`config.mk`:
```
export PLATFORM = sky130hd
export DESIGN_NAME = tcpbdp_ctrl
export DESIGN_NICKNAME = d
export VERILOG_FILES = /design/src/rtl/tcpbdp_pkg.sv /design/src/rtl/tcpbdp_ctrl.sv
export SDC_FILE = /design/constraint.sdc
export NUM_CORES = 1
export LEC_CHECK = 0
export ABC_CLOCK_PERIOD_IN_PS = 5820
export CAP_MARGIN = 0
export CORE_ASPECT_RATIO = 1.1
export CORE_MARGIN = 2
export CORE_UTILIZATION = 45
export CTS_BUF_LIST = sky130_fd_sc_hd__clkbuf_16
export CTS_CLUSTER_SIZE = 30
export DETAILED_ROUTE_END_ITERATION = 8
export DONT_BUFFER_PORTS = 1
export PLACE_DENSITY = 0.58
export SLEW_MARGIN = 20
export SYNTH_ARGS = -nofsm -noshare
export SYNTH_HDL_FRONTEND = slang
export SYNTH_SLANG_ARGS = --single-unit
```
`constraint.sdc`:
```
create_clock -name i_clk -period 5.82 [get_ports i_clk]
set_input_delay 1.455 -clock i_clk [delete_from_list [all_inputs] [get_ports i_clk]]
set_output_delay 1.455 -clock i_clk [all_outputs]
set_load 0.005 [all_outputs]
```
`src/rtl/tcpbdp_pkg.sv`:
```
`timescale 1ns / 1ps
// ----------------------------------------------------------------------------
// tcpbdp_pkg
// Shared types and constants of the BDP congestion window block.
// ----------------------------------------------------------------------------
package tcpbdp_pkg;

    localparam logic [1:0] ACT_ACK  = 2'd0;
    localparam logic [1:0] ACT_CONG = 2'd1;
    localparam logic [1:0] ACT_LOSS = 2'd2;
    localparam logic [1:0] ACT_TX   = 2'd3;

    localparam logic [2:0] CFG_MSS   = 3'd0;
    localparam logic [2:0] CFG_USEC  = 3'd1;
    localparam logic [2:0] CFG_TPS   = 3'd2;
    localparam logic [2:0] CFG_AGING = 3'd3;
    localparam logic [2:0] CFG_INIT  = 3'd4;

    localparam logic [15:0] RST_MSS   = 16'd1460;
    localparam logic [19:0] RST_USEC  = 20'd1000;
    localparam logic [13:0] RST_TPS   = 14'd1000;
    localparam logic [30:0] RST_AGING = 31'd300000;
    localparam logic [19:0] RST_WIN   = 20'd10;

    localparam logic [19:0] MIN_WIN   = 20'd2;
    localparam logic [19:0] MIN_RTT   = 20'd1000;
    localparam logic [19:0] MAX_RTT   = 20'd1000000;
    localparam logic [31:0] BW_LIMIT  = 32'd250000000;
    localparam logic [15:0] SMALL_MSS = 16'd536;
    localparam logic [15:0] BIG_MSS   = 16'd1460;
    localparam logic [30:0] NO_LIMIT  = 31'h7fffffff;
    // ceil(2^35 / 10): x * this >> 35 is floor(x / 10) for any 32-bit x
    localparam logic [31:0] DIV10_MUL = 32'hcccccccd;

    typedef enum logic [4:0] {
        OP_NONE, OP_LOAD, OP_RTT, OP_AGE_SET, OP_AGE_APPLY, OP_BW, OP_BW_APPLY,
        OP_MUL, OP_T_HALF, OP_Q1, OP_T_DIV, OP_GROW, OP_CAP, OP_LOSS, OP_TX, OP_OUT
    } t_op;

    typedef enum logic [1:0] {
        DIV_BW, DIV_TICK, DIV_SEG
    } t_div_sel;

    typedef struct packed {
        t_op      op;
        logic     div_start;
        t_div_sel div_sel;
    } t_cmd;

    typedef struct packed {
        logic [1:0] action;
        logic       grow_go;
        logic       age_cond;
        logic       floor_nz;
        logic       bw_div;
        logic       bdp_fallback;
        logic       div_done;
    } t_stat;

endpackage

```
`src/rtl/tcpbdp_ctrl.sv`:
```
`timescale 1ns / 1ps
// ----------------------------------------------------------------------------
// tcpbdp_ctrl
// Sequencer: steps one item through the datapath and hands off the result.
// ----------------------------------------------------------------------------
module tcpbdp_ctrl (
    input  logic              i_clk,
    input  logic              i_rst_n,
    input  logic              i_valid,
    output logic              o_ready,
    input  logic [1:0]        i_action,
    output logic              o_valid,
    input  logic              i_ready,
    input  tcpbdp_pkg::t_stat i_stat,
    output tcpbdp_pkg::t_cmd  o_cmd
);
    import tcpbdp_pkg::*;

    typedef enum logic [12:0] {
        S_IDLE   = 13'b0000000000001,
        S_RTT    = 13'b0000000000010,
        S_AGE    = 13'b0000000000100,
        S_BW     = 13'b0000000001000,
        S_BWW    = 13'b0000000010000,
        S_MUL    = 13'b0000000100000,
        S_BDPC   = 13'b0000001000000,
        S_D1     = 13'b0000010000000,
        S_D2S    = 13'b0000100000000,
        S_D2     = 13'b0001000000000,
        S_NEXT   = 13'b0010000000000,
        S_SIMPLE = 13'b0100000000000,
        S_DONE   = 13'b1000000000000
    } t_state;

    t_state r_state, n_state;
    logic   r_out_valid, n_out_valid;

    always_comb begin
        n_state          = r_state;
        o_cmd.op         = OP_NONE;
        o_cmd.div_start  = 1'b0;
        o_cmd.div_sel    = DIV_BW;
        n_out_valid      = r_out_valid && !i_ready;
        case (r_state)
            S_IDLE: begin
                if (i_valid) begin
                    o_cmd.op = OP_LOAD;
                    case (i_action)
                        ACT_ACK:  n_state = S_RTT;
                        ACT_CONG: n_state = S_MUL;
                        default:  n_state = S_SIMPLE;
                    endcase
                end
            end
            S_RTT: begin
                o_cmd.op = OP_RTT;
                n_state  = S_AGE;
            end
            S_AGE: begin
                n_state = S_BW;
                if (i_stat.age_cond) begin
                    o_cmd.op = i_stat.floor_nz ? OP_AGE_APPLY : OP_AGE_SET;
                end
            end
            S_BW: begin
                o_cmd.div_sel = DIV_BW;
                if (i_stat.bw_div) begin
                    o_cmd.div_start = 1'b1;
                    n_state         = S_BWW;
                end else begin
                    o_cmd.op = OP_BW;
                    n_state  = i_stat.grow_go ? S_MUL : S_DONE;
                end
            end
            S_BWW: begin
                o_cmd.div_sel = DIV_BW;
                if (i_stat.div_done) begin
                    o_cmd.op = OP_BW_APPLY;
                    n_state  = i_stat.grow_go ? S_MUL : S_DONE;
                end
            end
            S_MUL: begin
                o_cmd.op = OP_MUL;
                n_state  = S_BDPC;
            end
            S_BDPC: begin
                o_cmd.div_sel = DIV_TICK;
                if (i_stat.bdp_fallback) begin
                    o_cmd.op = OP_T_HALF;
                    n_state  = S_NEXT;
                end else begin
                    o_cmd.div_start = 1'b1;
                    n_state         = S_D1;
                end
            end
            S_D1: begin
                o_cmd.div_sel = DIV_TICK;
                if (i_stat.div_done) begin
                    o_cmd.op = OP_Q1;
                    n_state  = S_D2S;
                end
            end
            S_D2S: begin
                o_cmd.div_sel   = DIV_SEG;
                o_cmd.div_start = 1'b1;
                n_state         = S_D2;
            end
            S_D2: begin
                o_cmd.div_sel = DIV_SEG;
                if (i_stat.div_done) begin
                    o_cmd.op = OP_T_DIV;
                    n_state  = S_NEXT;
                end
            end
            S_NEXT: begin
                o_cmd.op = (i_stat.action == ACT_ACK) ? OP_GROW : OP_CAP;
                n_state  = S_DONE;
            end
            S_SIMPLE: begin
                o_cmd.op = (i_stat.action == ACT_LOSS) ? OP_LOSS : OP_TX;
                n_state  = S_DONE;
            end
            S_DONE: begin
                // hold the finished word until the output register frees up
                if (!r_out_valid || i_ready) begin
                    o_cmd.op    = OP_OUT;
                    n_out_valid = 1'b1;
                    n_state     = S_IDLE;
                end
            end
            default: n_state = S_IDLE;
        endcase
    end

    always_ff @(posedge i_clk) begin
        if (!i_rst_n) begin
            r_state     <= S_IDLE;
            r_out_valid <= 1'b0;
        end else begin
            r_state     <= n_state;
            r_out_valid <= n_out_valid;
        end
    end

    assign o_ready = (r_state == S_IDLE);
    assign o_valid = r_out_valid;
endmodule

```
After elaboration in Yosys (flattened, before gate mapping)
Cells that the tools add are included.
{"block": "classes", "n_eq_ne": 20, "mux": 28, "reduce_logical": 10}
{"cell": "$pmux W13 S12", "count": 1}
{"cell": "$mux W13", "count": 7}
{"cell": "$pmux W5 S12", "count": 1}
{"cell": "$pmux W12 S2", "count": 1}
{"cell": "$mux W4", "count": 4}
{"cell": "$mux W3", "count": 5}
{"cell": "$eq A13 B1 Y1 const B", "count": 1}
{"cell": "$eq A13 B10 Y1 const B", "count": 1}
{"cell": "$eq A13 B11 Y1 const B", "count": 1}
{"cell": "$eq A13 B12 Y1 const B", "count": 1}
{"cell": "$eq A13 B13 Y1 const B", "count": 1}
{"cell": "$eq A13 B2 Y1 const B", "count": 1}
{"cell": "$eq A13 B3 Y1 const B", "count": 1}
{"cell": "$eq A13 B4 Y1 const B", "count": 1}
{"cell": "$eq A13 B5 Y1 const B", "count": 1}
{"cell": "$eq A13 B6 Y1 const B", "count": 1}
{"cell": "$eq A13 B7 Y1 const B", "count": 1}
{"cell": "$eq A13 B8 Y1 const B", "count": 1}
{"cell": "$eq A13 B9 Y1 const B", "count": 1}
{"cell": "$mux W11", "count": 1}
{"cell": "$ne A2 B2 Y1 const B", "count": 5}
{"cell": "$reduce_or A2 Y1", "count": 3}
{"cell": "$mux W1", "count": 5}
{"cell": "$reduce_and A5 Y1", "count": 1}
{"cell": "other kinds (9)", "count": 11}
{"block": "word_totals", "register_bits": 14, "inputBits": 14, "wordCells": 60}

Logic depth before layout (Yosys ltp)
{"block": "depth", "ltp_word": 4, "mapped_depth": 8}

Worst setup path before layout
OpenSTA, ideal clock, no wires.
{"block": "synth_timing", "path_kind": "input-to-output", "startpoint": "input port i_ready", "endpoint": "output port o_cmd[3] (netlist name)", "slack_ns": 2.283, "required_time_ns": 4.365, "stages": 4, "t_arrival_ns": 2.082, "cell_sequence": "nand2b_1 -> nor2b_1 -> a31oi_1 -> nand4b_1"}
{"item": "start, declared", "line_no": "tcpbdp_ctrl.sv:13", "text": "input logic i_ready,"}
{"item": "end, declared", "line_no": "tcpbdp_ctrl.sv:15", "text": "output tcpbdp_pkg::t_cmd o_cmd"}

==> summary.md <==
| Metric | Value |
|---|---|
| Syn-to-layout area delta | `-3.52%` |
| EDFF count, synth | `0` |
| Share of layout cells above drive strength 1 | `0.109` |
| Min Tclk post-route | `3.89 ns` |
| Placed instance area | `0.00126 mm^2` |
| Die Width | `~57 um` |
| Worst Setup Path Type | `reg2out` |
| Reg2reg end | `r_state[12]` |
| Starting DRT DRC Count | `52` |
| Post-route clock period utilization | `0.669` |
| Post-route cell area | `roughly 0.0013 mm^2` |
| Routed Antenna Nets | `0` |
| Seq cells post-synth | `14` |
| Inst Count DP | `187` |
| PostCTS Resize Cnt | `0` |
| Max-Cap Viols | `0` |
| Initial antenna violation count | `0` |
| Worst Path Required | `approximately 4.4 ns` |
| Unique masters post-synth | `50` |
| Routed vias | `roughly 1300` |
| Status | `finished clean` |
| Initial Util | `0.463` |
| Maximum vdd drop | `123 uV` |
| Final setup fails | `0` |
| Residual DRC | `0` |
| Total core area | `~0.0030 mm^2` |
| CTS max path bufs | `2` |
| Worst slew pin tran | `0.989 ns` |
| Ys Warns | `0` |
| Synth Area per Inst | `between 8 and 9 um^2` |
| Final Hold Fails | `0` |
| I/O Buffers | `0` |
| # IOs | `24` |
| HP Class | `reg2reg` |
| Final setup TNS | `0 ns` |
| Clk Latency, worst-skew pair | `about 0.24 ns` |
| Worst Setup SP | `r_state[5]` |
| First-pass GRT wire length | `about 6 mm` |
| Clock sink count | `14` |
| DR WL/cell | `around 19 um` |
| Cts bufs inserted | `3` |
| GR Overflow Total | `0` |
| Die footprint | `~0.0035 mm^2` |
| Max Clk Rate | `approximately 0.26 GHz` |
| Critical path launch point type | `register` |
| Crit-path max FO | `14` |
| Area contributors post-synth | `dfxtp_1 20%, buf_6 6.5%, nor4_4 6.1%, nand2_1 3.8%, nor4b_1 3.8%` |
| Max-slew violation count | `0` |
| CTS root buffer | `clkbuf_16` |
| Pwr dens | `220 mW/mm^2` |
| Worst-path clk slew | `about 0.05 ns` |
| Worst setup EP type | `output port` |
| Yosys top cell by area | `dfxtp_1` |
| Syn nets | `roughly 190` |
| Number of global-route vias before repair | `between 1000 and 1500` |
| Hold Path Origin | `o_valid` |
| Worst R2R Path Depth | `5` |
| Finished Layout Cells | `190` |
| CTS HTree Levels | `1` |
| Total Wirelength | `between 3 and 4 mm` |
| Reg2reg setup slack | `about 3.3 ns` |
| Total Power | `about 290 uW` |
| Drt first pass iters | `4` |
| Max transition margin | `0.338` |
| Largest net degree at the start of global routing | `18` |
| Data arrival time of the worst path | `roughly 2.4 ns` |
| Setup bufs post-CTS | `0` |
| Top-area cell type share of the netlist area | `0.202` |
| CTS tree | `yes` |
| Hold slack | `slightly below 0.6 ns` |
| Pleak | `roughly 0.00047 uW` |
| Die Y | `just over 60 um` |
| Synth Instances | `171` |
| RSZ-0062 raised after global routing | `no` |
| End of the critical path | `o_cmd[3]` |
| Nets | `172` |
| Synth top cells by count | `14 x dfxtp_1, 14 x nand2_1, 13 x nor2_1, 9 x a21oi_1, 9 x nand3_1` |
| Hold path depth | `2` |
| FP Rows | `21` |
| RePlAce Congestion | `0.926` |
| Final HPWL DP | `~2.7 mm` |
| Reg-to-reg startpoint | `r_state[10]` |
| # hold bufs at CTS | `0` |
| Antenna Cells | `0` |
| Vias per Instance | `roughly 6.8` |
| Final Skew | `around 0.0048 ns` |
| Total global-route track usage | `0.212` |
| Main synth FF type | `dfxtp_1` |
| Register area share after synthesis | `0.202` |
| Async SR Flop Fraction | `0` |
| Mapped Area | `0.00139 mm^2` |
==> cell type report <==
type | count | area [um^2]
clock buffer | 3 | 75.1
sequential | 14 | 280
inverter | 5 | 18.8
multi-input combinational | 134 | 921
fill | 322 | 1660
tap | 34 | 42.5
==> state kept, by name (all words and copies together), names as in the netlist <==
| name | cells |
|---|---|
| o_valid | 1 |
| r_state | 13 |
==> worst min path at each step <==
stage	slack [ns]	to
final	0.59	o_valid
after global routing	0.63	o_valid
after CTS	0.60	o_valid
after detailed placement	0.58	o_valid
after global placement	0.60	o_valid
after floorplan	0.55	o_valid
==> cells by family (layout without fill, tap and decap cells) <==
family	Yosys count	count (layout)	share of synthesized area
mux	2	2	0.0153
xor+xnor	4	4	0.0253
flops	14	14	0.202
buf+inv	23	8	0.134
other cells	1	1	0.00270
compound gates	31	31	0.147
simple gates	96	96	0.474
==> through the flow <==
step                setup WS [ns]  utilization
global route                 1.85        0.447
finish                       1.93        0.447
detailed placement           2.17        0.421
floorplan                    2.28            -
global placement             2.19        0.421
CTS                          2.01        0.447
==> power by group <==
group          total, uW  switching, uW  internal (uW)
Clock                129           39.3           89.9
Sequential           105           6.43           98.4
Combinational       60.7           37.1           23.6
Total                295           82.8            212
==> routing by layer <==
layer	share of wire	GRT usage
met1	0.42	0.263
met2	0.51	0.355
met5	0	0
met4	0.023	0.0959
met3	0.046	0.0333
==> critical path, cell delays in order (launching register included) <==
cell and delay, ns:
dfxtp_1 0.50, nor4_4 0.70, and3_1 0.38, and4b_2 0.36
a21oi_1 0.09, nand4b_1 0.15
==> placed cells by master, fill, tap and decap left out, types with 4 or more instances in the layout <==
master	count
nand2_1	14
dfxtp_1	14
nor2_1	13
nand3_1	9
a21oi_1	9
nand4_1	8
nor4b_1	6
nor4_1	6
inv_1	5
nor2b_1	5
o21ai_0	5
nor3_1	5
nor4_4	4
nand4b_1	4
Note: power is estimated with default switching activity, not from simulation.
