### src/rtl/tcpbdp_pkg.sv
`timescale 1ns / 1ps
// ----------------------------------------------------------------------------
// tcpbdp_pkg
// Shared types and constants of the BDP congestion window block.
// ----------------------------------------------------------------------------
package tcpbdp_pkg;

    localparam logic [1:0] ACT_ACK  = 2'd0;
    localparam logic [1:0] ACT_CONG = 2'd1;
    localparam logic [1:0] ACT_LOSS = 2'd2;
    localparam logic [1:0] ACT_TX   = 2'd3;

    localparam logic [2:0] CFG_MSS   = 3'd0;
    localparam logic [2:0] CFG_USEC  = 3'd1;
    localparam logic [2:0] CFG_TPS   = 3'd2;
    localparam logic [2:0] CFG_AGING = 3'd3;
    localparam logic [2:0] CFG_INIT  = 3'd4;

    localparam logic [15:0] RST_MSS   = 16'd1460;
    localparam logic [19:0] RST_USEC  = 20'd1000;
    localparam logic [13:0] RST_TPS   = 14'd1000;
    localparam logic [30:0] RST_AGING = 31'd300000;
    localparam logic [19:0] RST_WIN   = 20'd10;

    localparam logic [19:0] MIN_WIN   = 20'd2;
    localparam logic [19:0] MIN_RTT   = 20'd1000;
    localparam logic [19:0] MAX_RTT   = 20'd1000000;
    localparam logic [31:0] BW_LIMIT  = 32'd250000000;
    localparam logic [15:0] SMALL_MSS = 16'd536;
    localparam logic [15:0] BIG_MSS   = 16'd1460;
    localparam logic [30:0] NO_LIMIT  = 31'h7fffffff;
    // ceil(2^35 / 10): x * this >> 35 is floor(x / 10) for any 32-bit x
    localparam logic [31:0] DIV10_MUL = 32'hcccccccd;

    typedef enum logic [4:0] {
        OP_NONE, OP_LOAD, OP_RTT, OP_AGE_SET, OP_AGE_APPLY, OP_BW, OP_BW_APPLY,
        OP_MUL, OP_T_HALF, OP_Q1, OP_T_DIV, OP_GROW, OP_CAP, OP_LOSS, OP_TX, OP_OUT
    } t_op;

    typedef enum logic [1:0] {
        DIV_BW, DIV_TICK, DIV_SEG
    } t_div_sel;

    typedef struct packed {
        t_op      op;
        logic     div_start;
        t_div_sel div_sel;
    } t_cmd;

    typedef struct packed {
        logic [1:0] action;
        logic       grow_go;
        logic       age_cond;
        logic       floor_nz;
        logic       bw_div;
        logic       bdp_fallback;
        logic       div_done;
    } t_stat;

endpackage

### src/rtl/tcpbdp_div.sv
`timescale 1ns / 1ps
// ----------------------------------------------------------------------------
// tcpbdp_div
// Restoring 32 by 32 bit unsigned divider, one quotient bit per cycle.
// ----------------------------------------------------------------------------
module tcpbdp_div (
    input  logic        i_clk,
    input  logic        i_rst_n,
    input  logic        i_start,
    input  logic [31:0] i_dividend,
    input  logic [31:0] i_divisor,
    output logic        o_done,
    output logic [31:0] o_quotient
);
    logic [31:0] r_rem, r_quo, r_dvs;
    logic [4:0]  r_cnt;
    logic        r_busy, r_done;
    logic [32:0] shifted;
    logic [33:0] diff;
    logic        ge;

    always_comb begin
        shifted = {r_rem, r_quo[31]};
        diff    = {1'b0, shifted} - {2'b00, r_dvs};
        ge      = ~diff[33];
    end

    always_ff @(posedge i_clk) begin
        if (!i_rst_n) begin
            r_busy <= 1'b0;
            r_done <= 1'b0;
            r_cnt  <= '0;
        end else begin
            r_done <= 1'b0;
            if (i_start) begin
                r_rem  <= '0;
                r_quo  <= i_dividend;
                r_dvs  <= i_divisor;
                r_cnt  <= '0;
                r_busy <= 1'b1;
            end else if (r_busy) begin
                // keep the partial remainder below the divisor
                r_rem <= ge ? diff[31:0] : shifted[31:0];
                r_quo <= {r_quo[30:0], ge};
                r_cnt <= r_cnt + 5'd1;
                if (r_cnt == 5'd31) begin
                    r_busy <= 1'b0;
                    r_done <= 1'b1;
                end
            end
        end
    end

    assign o_done     = r_done;
    assign o_quotient = r_quo;
endmodule

### src/rtl/tcpbdp_dp.sv
`timescale 1ns / 1ps
// ----------------------------------------------------------------------------
// tcpbdp_dp
// Datapath: configuration, connection state, shared divider, result word.
// ----------------------------------------------------------------------------
module tcpbdp_dp #(
    parameter int MAX_WINDOW = 1000000
) (
    input  logic               i_clk,
    input  logic               i_rst_n,
    input  tcpbdp_pkg::t_cmd   i_cmd,
    output tcpbdp_pkg::t_stat  o_stat,
    input  logic               i_cfg_valid,
    input  logic [2:0]         i_cfg_index,
    input  logic [30:0]        i_cfg_data,
    input  logic [1:0]         i_action,
    input  logic [31:0]        i_now_tick,
    input  logic [15:0]        i_pkts_acked,
    input  logic signed [31:0] i_rtt_sample_us,
    input  logic               i_cwnd_limited,
    output logic [19:0]        o_cwnd_out,
    output logic [30:0]        o_ssthresh_out,
    output logic [31:0]        o_bandwidth_est,
    output logic [19:0]        o_min_rtt_us
);
    import tcpbdp_pkg::*;

    localparam logic [19:0] MAXW = 20'(MAX_WINDOW);

    logic [15:0] r_mss;
    logic [19:0] r_usec;
    logic [13:0] r_tps;
    logic [30:0] r_aging;

    logic [1:0]  r_action;
    logic [31:0] r_now, r_rtt_raw, r_bytes;
    logic [15:0] r_acked;
    logic        r_limited;

    logic [31:0] r_last, r_sum, r_bw, r_age_start, r_q1;
    logic [19:0] r_floor, r_safe, r_window, r_t;
    logic [30:0] r_limit;
    logic [51:0] r_prod;

    logic [19:0] r_o_cwnd, r_o_rtt;
    logic [30:0] r_o_ss;
    logic [31:0] r_o_bw;

    logic [31:0] div_a, div_b, div_q;
    logic        div_done;

    function automatic logic [19:0] clamp_win(input logic [31:0] v);
        if (v < 32'(MIN_WIN))   return MIN_WIN;
        if (v > 32'(MAXW))      return MAXW;
        return v[19:0];
    endfunction

    function automatic logic [19:0] half_of(input logic [19:0] w);
        logic [19:0] h;
        h = w >> 1;
        return (h < MIN_WIN) ? MIN_WIN : h;
    endfunction

    // divide by ten with a reciprocal multiply
    function automatic logic [19:0] div_by_ten(input logic [22:0] x);
        logic [54:0] p;
        p = {32'b0, x} * {23'b0, DIV10_MUL};
        return p[54:35];
    endfunction

    logic        rtt_take;
    logic [19:0] rtt_c;
    logic [31:0] deadline, age_d;
    logic [20:0] grown;
    logic [31:0] delta, sum_sat;
    logic [32:0] sum_wide;
    logic [15:0] seg;
    logic [19:0] tick;
    logic [35:0] ewma;
    logic [20:0] w_new;
    logic [19:0] gap, safe_c, cap, v;

    always_comb begin
        rtt_take = (r_rtt_raw != 32'd0) && !r_rtt_raw[31];
        if (r_rtt_raw < 32'(MIN_RTT))      rtt_c = MIN_RTT;
        else if (r_rtt_raw > 32'(MAX_RTT)) rtt_c = MAX_RTT;
        else                               rtt_c = r_rtt_raw[19:0];
        deadline = r_age_start + {1'b0, r_aging};
        age_d    = r_now - deadline;
        grown    = {1'b0, r_floor} + {1'b0, div_by_ten({3'b0, r_floor})};
        delta    = r_now - r_last;
        sum_wide = {1'b0, r_sum} + {1'b0, r_bytes};
        sum_sat  = sum_wide[32] ? 32'hffffffff : sum_wide[31:0];
        seg      = (r_mss == 16'd0 || r_mss > BIG_MSS) ? SMALL_MSS : r_mss;
        tick     = (r_usec == 20'd0) ? 20'd1 : r_usec;
        ewma     = ({4'b0, r_bw} << 3) - {4'b0, r_bw} + {4'b0, div_q};
        safe_c   = clamp_win({12'b0, r_safe});
        // 80% of the window
        cap      = div_by_ten({r_window, 3'b000});
        v        = (r_t > cap) ? cap : r_t;
        if (v < MIN_WIN) v = MIN_WIN;
        // grow toward the target, then slow start, then by an eighth
        gap = '0;
        if (r_window < r_t) begin
            gap   = r_t - r_window;
            w_new = {1'b0, r_window} +
                    (({4'b0, r_acked} < gap) ? {5'b0, r_acked} : {1'b0, gap});
        end else if ({11'b0, r_window} <= r_limit) begin
            w_new = {1'b0, r_window} + {5'b0, r_acked};
        end else begin
            gap   = r_window >> 3;
            w_new = {1'b0, r_window} +
                    (({4'b0, r_acked} < gap) ? {5'b0, r_acked} : {1'b0, gap});
        end
    end

    always_comb begin
        case (i_cmd.div_sel)
            DIV_BW:   begin div_a = sum_sat;                   div_b = delta; end
            DIV_TICK: begin div_a = r_prod[31:0];              div_b = {12'b0, tick}; end
            DIV_SEG:  begin div_a = r_q1;                      div_b = {16'b0, seg}; end
            default:  begin div_a = r_q1;                      div_b = {16'b0, seg}; end
        endcase
    end

    tcpbdp_div u_div (
        .i_clk      (i_clk),
        .i_rst_n    (i_rst_n),
        .i_start    (i_cmd.div_start),
        .i_dividend (div_a),
        .i_divisor  (div_b),
        .o_done     (div_done),
        .o_quotient (div_q)
    );

    always_comb begin
        o_stat.action       = r_action;
        o_stat.grow_go      = r_limited && (r_acked != 16'd0);
        o_stat.age_cond     = (age_d != 32'd0) && !age_d[31];
        o_stat.floor_nz     = (r_floor != 20'd0);
        o_stat.bw_div       = (r_last != 32'd0) && (delta != 32'd0) &&
                              (delta <= {18'b0, r_tps}) &&
                              (sum_sat > {15'b0, r_mss, 1'b0});
        o_stat.bdp_fallback = (r_bw == 32'd0) || (r_floor == 20'd0) ||
                              (r_prod[51:32] != 20'd0);
        o_stat.div_done     = div_done;
    end

    always_ff @(posedge i_clk) begin
        if (!i_rst_n) begin
            r_mss       <= RST_MSS;
            r_usec      <= RST_USEC;
            r_tps       <= RST_TPS;
            r_aging     <= RST_AGING;
            r_last      <= '0;
            r_sum       <= '0;
            r_bw        <= '0;
            r_floor     <= '0;
            r_age_start <= '0;
            r_safe      <= RST_WIN;
            r_window    <= RST_WIN;
            r_limit     <= NO_LIMIT;
        end else begin
            if (i_cfg_valid) begin
                case (i_cfg_index)
                    CFG_MSS:   r_mss   <= i_cfg_data[15:0];
                    CFG_USEC:  r_usec  <= i_cfg_data[19:0];
                    CFG_TPS:   r_tps   <= i_cfg_data[13:0];
                    CFG_AGING: r_aging <= i_cfg_data;
                    default:   ;  // an initial window write is ignored; reset loads RST_WIN
                endcase
            end
            case (i_cmd.op)
                OP_LOAD: begin
                    r_action  <= i_action;
                    r_now     <= i_now_tick;
                    r_acked   <= i_pkts_acked;
                    r_rtt_raw <= i_rtt_sample_us;
                    r_limited <= i_cwnd_limited;
                    r_bytes   <= {16'b0, i_pkts_acked} * {16'b0, r_mss};
                end
                OP_RTT: begin
                    if (rtt_take && (r_floor == 20'd0 || rtt_c < r_floor)) begin
                        r_floor     <= rtt_c;
                        r_age_start <= r_now;
                    end
                end
                OP_AGE_SET: r_age_start <= r_now;
                OP_AGE_APPLY: begin
                    r_floor     <= (grown > {1'b0, MAX_RTT}) ? 20'd0 : grown[19:0];
                    r_age_start <= r_now;
                end
                OP_BW: begin
                    if (r_last == 32'd0) begin
                        r_last <= r_now;
                        r_sum  <= r_bytes;
                    end else if (delta > {18'b0, r_tps} && delta != 32'd0) begin
                        r_last <= r_now;
                        r_sum  <= '0;
                    end else begin
                        r_sum <= sum_sat;
                    end
                end
                OP_BW_APPLY: begin
                    if (div_q != 32'd0 && div_q < BW_LIMIT)
                        r_bw <= (r_bw == 32'd0) ? div_q : ewma[34:3];
                    r_sum  <= '0;
                    r_last <= r_now;
                end
                OP_MUL:    r_prod <= r_bw * r_floor;
                OP_T_HALF: begin
                    r_t    <= half_of(r_window);
                    r_safe <= half_of(r_window);
                end
                OP_Q1:     r_q1 <= div_q;
                OP_T_DIV: begin
                    r_t    <= clamp_win(div_q);
                    r_safe <= clamp_win(div_q);
                end
                OP_GROW:   r_window <= clamp_win({11'b0, w_new});
                OP_CAP:    r_limit  <= {11'b0, v};
                OP_LOSS: begin
                    r_bw        <= '0;
                    r_floor     <= '0;
                    r_sum       <= '0;
                    r_last      <= r_now;
                    r_age_start <= r_now;
                    r_window    <= safe_c;
                    r_limit     <= {11'b0, half_of(safe_c)};
                end
                OP_TX:     r_last <= r_now;
                OP_OUT: begin
                    r_o_cwnd <= r_window;
                    r_o_ss   <= r_limit;
                    r_o_bw   <= r_bw;
                    r_o_rtt  <= r_floor;
                end
                default: ;
            endcase
        end
    end

    assign o_cwnd_out      = r_o_cwnd;
    assign o_ssthresh_out  = r_o_ss;
    assign o_bandwidth_est = r_o_bw;
    assign o_min_rtt_us    = r_o_rtt;
endmodule

### config.mk
export PLATFORM = sky130hd
export DESIGN_NAME = tcpbdp_dp
export DESIGN_NICKNAME = d
export VERILOG_FILES = /design/src/rtl/tcpbdp_pkg.sv /design/src/rtl/tcpbdp_div.sv /design/src/rtl/tcpbdp_dp.sv
export SDC_FILE = /design/constraint.sdc
export NUM_CORES = 2
export LEC_CHECK = 0
export BUFFER_PORTS_ARGS = -buffer_cell sky130_fd_sc_hd__buf_4
export CORE_MARGIN = 2
export CORE_UTILIZATION = 45
export DETAILED_ROUTE_END_ITERATION = 12
export PLACE_DENSITY_LB_ADDON = 0.12
export SKIP_CTS_REPAIR_TIMING = 1
export SLEW_MARGIN = 20
export SYNTH_ARGS = -nofsm -noshare
export SYNTH_HDL_FRONTEND = slang
export SYNTH_SLANG_ARGS = --single-unit
### constraint.sdc
create_clock -name i_clk -period 42 [get_ports i_clk]
set_input_delay 8.4 -clock i_clk [delete_from_list [all_inputs] [get_ports i_clk]]
set_output_delay 8.4 -clock i_clk [all_outputs]
set_load 0.05 [all_outputs]
* Yosys cells after proc, flatten, opt, wreduce, memory -nomap -nowiden
Index checks and enable logic that the tools add are counted.
Widths: inputs -> output; s select.
** Storage, ports and cells
- Flip-flop bits (word level) :: 725
- Latch bits :: 0
- RAM bits :: 0
- Bits in read-only memories :: 0
- Input port bits :: 128
- Output and inout bits :: 111
- Memories kept :: 0
** Operators by class
- Add/sub/neg operators :: 13
- Multipliers :: 4
- Divide/modulo/power cells :: 0
- $lt $le $gt $ge :: 23
- Equality and inequality tests :: 23
- Shifts and indexed selects :: 0
- Muxes and demuxes :: 69
- Bitwise gates (word level) :: 3
- Reductions and logical operators :: 59
** Operators by type and width (count)
- $mux 20 :: 20
- $mux 32 :: 12
- $pmux 32 s2 :: 6
- $reduce_bool 32->1 :: 5
- $mul 20x32->52 const B :: 2
- $pmux 20 s2 :: 2
- $gt 32x20->1 const B :: 2
- $logic_not 32->1 :: 2
- $sub 32x32->32 :: 2
- $pmux 31 s2 :: 1
- $pmux 20 s3 :: 1
- $mul 32x20->52 :: 1
- $add 20x17->21 :: 2
- $gt 21x20->1 const B :: 2
- $mux 21 :: 2
- $eq 5x4->1 const B :: 8
- $logic_not 20->1 :: 2
- $lt 20x2->1 const B :: 2
- $lt 20x20->1 :: 2
- $reduce_bool 20->1 :: 2
- $lt 19x2->1 const B :: 2
- $mux 19 :: 2
- $add 35x32->35 :: 1
- $sub 35x32->35 :: 1
- other kinds (46) :: 110

* Longest topological paths before layout
- Depth in word-level cells :: 15
- Mapped depth :: 41
- Depth with buffers taken out :: 38

* Cells and area by module
From an unflattened synthesis, not the netlist that was laid out.
** Unflattened totals
- Cell total of the unflattened synthesis :: 9314
- Area, all modules :: 85469.5 µm²
** Modules (own cells, without submodules)
- tcpbdp_dp :: times used 1, cells each 8819, area an instance 79620.1 µm²
- tcpbdp_div :: times used 1, cells each 495, area an instance 5849.4 µm²

* Least setup slack after synthesis
OpenSTA, ideal clock, no wires.
- Kind :: input to register
- From :: input i_cmd[3] (netlist name)
- To :: register r_acked[0], enable pin
- Data arrival time :: 20114 ps
- Required time :: 41129 ps
- Path slack :: 21015 ps
- Stages on the path :: 6
- Buffers on the path :: 2
- Path through :: clkbuf_1 > inv_1 > clkbuf_1 > nor2_1 > nand2_1 > nor4_1
** Between the ends
- Word-level cells in the longest chain between the ends :: 2
** RTL lines
- from (decl) :: RTL line tcpbdp_dp.sv:11 : input tcpbdp_pkg::t_cmd i_cmd,
- $eq 5x1->1 :: RTL line tcpbdp_dp.sv:173 : case (i_cmd.op)
- $reduce_and 2->1 (no line)
- to (signal assigned) :: RTL line tcpbdp_dp.sv:177 : r_acked <= i_pkts_acked;
- to (decl) :: RTL line tcpbdp_dp.sv:37 : logic [15:0] r_acked;
Every way passes these cells.
A chain may end at the register's enable or synchronous reset.

==> key figures <==
Detailed routing
  • 1st-iter DRT viols: approximately 5.4k
  • Final ANT Viol Nets: 0
  • Via Count: approximately 69k
  • DRC viols: 0
  • Initial DRT Pass Iterations: 8
  • Average wire per standard cell: about 24 microns
  • Total wire length: between 200 and 300 mm
  • Vias/cell: 5.74

STA
  • Final hold vios: 0
  • Worst hold slack: roughly 0.43 ns
  • Slew Viols, Final: 0
  • # setup viols final: 0
  • Tmin final: 15.15 ns
  • Final worst setup slack: 26.85 ns
  • Slew headroom: 0.179
  • Worst Skew: 0.0570 ns
  • Max Clk Rate: 0.0660 GHz
  • Setup TNS: 0 ns
  • Pin slew with the least headroom to its limit: 1.21 ns
  • Final worst-path cycle share: 0.361
  • RSZ-0062 raised after global routing: no

Setup path
  • CP Capture Type: primary output
  • Crit-path max cell delay: 0.69 ns
  • Critical R2R Capture: r_floor[5]
  • Setup CP Type: flop to primary output
  • Critical-path top delay cell: a2111oi_2
  • R2r worst-path depth: 34
  • FF-to-FF Start: r_floor[18]
  • Max FO, Critical Path: 12
  • Critical Path RT: 33.60 ns
  • Worst Setup SP: r_bytes[0]
  • Worst endpoint data arrival time: 6.75 ns
  • CP dominant cell by count: o21a_1
  • Worst Setup Start Kind: flop
  • R2R Setup Slk: 30.50 ns

Synth
  • Avg Synthesized Cell Area: 9.08 sq um
  • Commonest cells in the netlist: inv_1, nand2_1, fa_1
  • Post-Syn Instances: 9411
  • Ys flop type: edfxtp_1
  • Post-synth EDFFs: 408
  • Seq/Total Area, Yosys: 0.213
  • Yosys top cell area share: 0.243
  • Most frequent cell after synthesis: inv_1
  • Synth area leaders: fa_1, ha_1, edfxtp_1
  • Async S/R FF share, synth: 0
  • Distinct cells, synth: 95
  • Synth area leader: fa_1
  • Synth warn: 0
  • Mapped Area: around 0.085 sq mm
  • #FFs+latches synth: 705

Place
  • Port bufs: 238
  • Gpl congestion: 0.950
  • Pre-CTS WS: 27.25 ns
  • Post-detail-place hpwl: 217 mm

Clock tree
  • # clock sinks: between 700 and 800
  • TritonCTS clock tree: built
  • Clock Latency Late Sink: 0.77 ns
  • Num CTS Buffers: 90
  • H-tree levels: 3
  • Clock transition at path regs: 0.06 ns
  • Clock Tree Root: clkbuf_16
  • Max clock buf depth: 3

Flow run
  • Max-cap check violation count: 0

Worst hold path
  • Hold Path Class: flop to flop
  • Worst Hold Depth: 0
  • HP Start: r_limit[7]
  • Hold endpoint: o_ssthresh_out[7]

Die
  • Core ar.: between 0.15 and 0.2 sq mm
  • I/O Pins: 239
  • Effective utilization at floorplan: 0.454
  • Die width: 440 microns
  • Cell Rows: 159
  • Die span in y: roughly 440 microns
  • Die area: 0.193 sq mm

Global route
  • Congestion Overflow GR: 0
  • First-pass GRT wire length: ~440 mm
  • Largest net degree at the start of global routing: 76
  • Initial antenna violation count: 5
  • Vias in the first global route: 70.9k
  • GR Util All Layers: 0.296

Pwr
  • Peak supply drop: roughly 46 uV
  • Cell Pwr Density: about 28 mW/mm^2
  • Leak Pwr: 42.9 nW

Run status
  • Status: completed

Final layout
  • Final #Nets: 11.7k
  • Share of cells above drive strength 1: 0.0662
  • Area delta synth->final: 9.11%
-- cell families (layout without fill, tap and decap cells) --
logic type	count (synthesis)	count (layout)	share of synthesized area
flops	705	705	0.213
simple gates	2600	2600	0.138
other cells	1	7	0.0000439
buf+inv	1953	2124	0.0870
mux	101	101	0.0121
xor+xnor	260	260	0.0266
compound gates	1765	1765	0.136
fa+ha+maj	2026	2026	0.388
-- placed cells by master (no fill, tap or decap), drive strengths merged, types with 41 or more instances in the layout --
cell,Yosys,routed
xor2,98,98
inv,1563,1572
o21bai,43,43
a21o,167,167
a21oi,487,487
nor3,110,110
nand2b,57,57
and3,58,58
o21ai,310,310
nor2,590,590
clkbuf,304,108
nand2,1163,1163
o22ai,50,50
nand4,84,84
a22oi,46,46
o21a,89,89
a31oi,90,90
nor4,78,78
a211oi,65,65
nor2b,50,50
o211ai,80,80
fa,1038,1038
a22o,54,54
mux2i,83,83
xnor2,162,162
and2,135,135
a221oi,41,41
ha,988,988
clkinv,16,53
buf,70,375
dfxtp,297,297
edfxtp,408,408
nand3,116,116
-- state kept, by name (all words and copies together) (netlist names), 21 cells and up --
register	count
r_prod	52
o_bandwidth_est	32
r_age_start	32
r_bw	32
r_bytes	32
r_last	32
r_now	32
r_q1	32
r_rtt_raw	32
r_sum	32
u_div.o_quotient	32
u_div.r_dvs	32
u_div.r_rem	32
r_aging	31
o_ssthresh_out	21
r_limit	21
-- worst max-delay path: cells and delay by family, from the launching register on --
kind | cells | cell delay, ns
fa+ha+maj | 3 | 0.77
flops | 1 | 0.40
simple gates | 5 | 0.61
compound gates | 14 | 3.51
buf+inv | 3 | 0.70
-- metal layers --
metal	vias up	share of wire	global-route usage
met5	-	0	0
met4	0	0.045	0.119
met3	535	0.065	0.0466
met2	2324	0.47	0.487
met1	34900	0.42	0.391
li1	31600	-	-
-- area by class of cell --
cell class | count | area (sq um)
Antenna cell | 3 | 7.51
Clock buffer | 108 | 2420
Clock inverter | 62 | 790
Fill cell | 18000 | 94900
Inverter | 1579 | 5930
Multi-Input combinational cell | 6756 | 60000
Sequential cell | 705 | 18200
Tap cell | 2495 | 3120
Timing Repair Buffer | 375 | 2820
-- how the worst max path moves through the flow --
stage                        to  depth (start not counted)
detailed placement  r_bytes[30]                         23
global route          o_stat[2]                         25
global placement    r_bytes[30]                         23
CTS                   o_stat[2]                         25
floorplan            r_acked[0]                          6
finish                o_stat[2]                         25
-- through the flow --
step | util | total power [W] | std cells | instance area, sq um
4_1_cts | 0.495 | 0.00266 | 12100 | 93200
2_1_floorplan | - | 0.00154 | 9414 | 85500
3_5_place_dp | 0.478 | 0.00181 | 11900 | 90000
6_report | 0.496 | 0.00265 | 12100 | 93300
3_3_place_gp | 0.478 | 0.00180 | 11900 | 90000
5_1_grt | 0.496 | 0.00283 | 12100 | 93300
-- report_power, final --
group | internal, W | total [W] | switching, W
clock | 0.000488 | 0.000848 | 0.000360
combinational | 0.000402 | 0.00101 | 0.000609
sequential | 0.000773 | 0.000792 | 0.0000191
No activity file was read; power rests on OpenSTA's default activity.
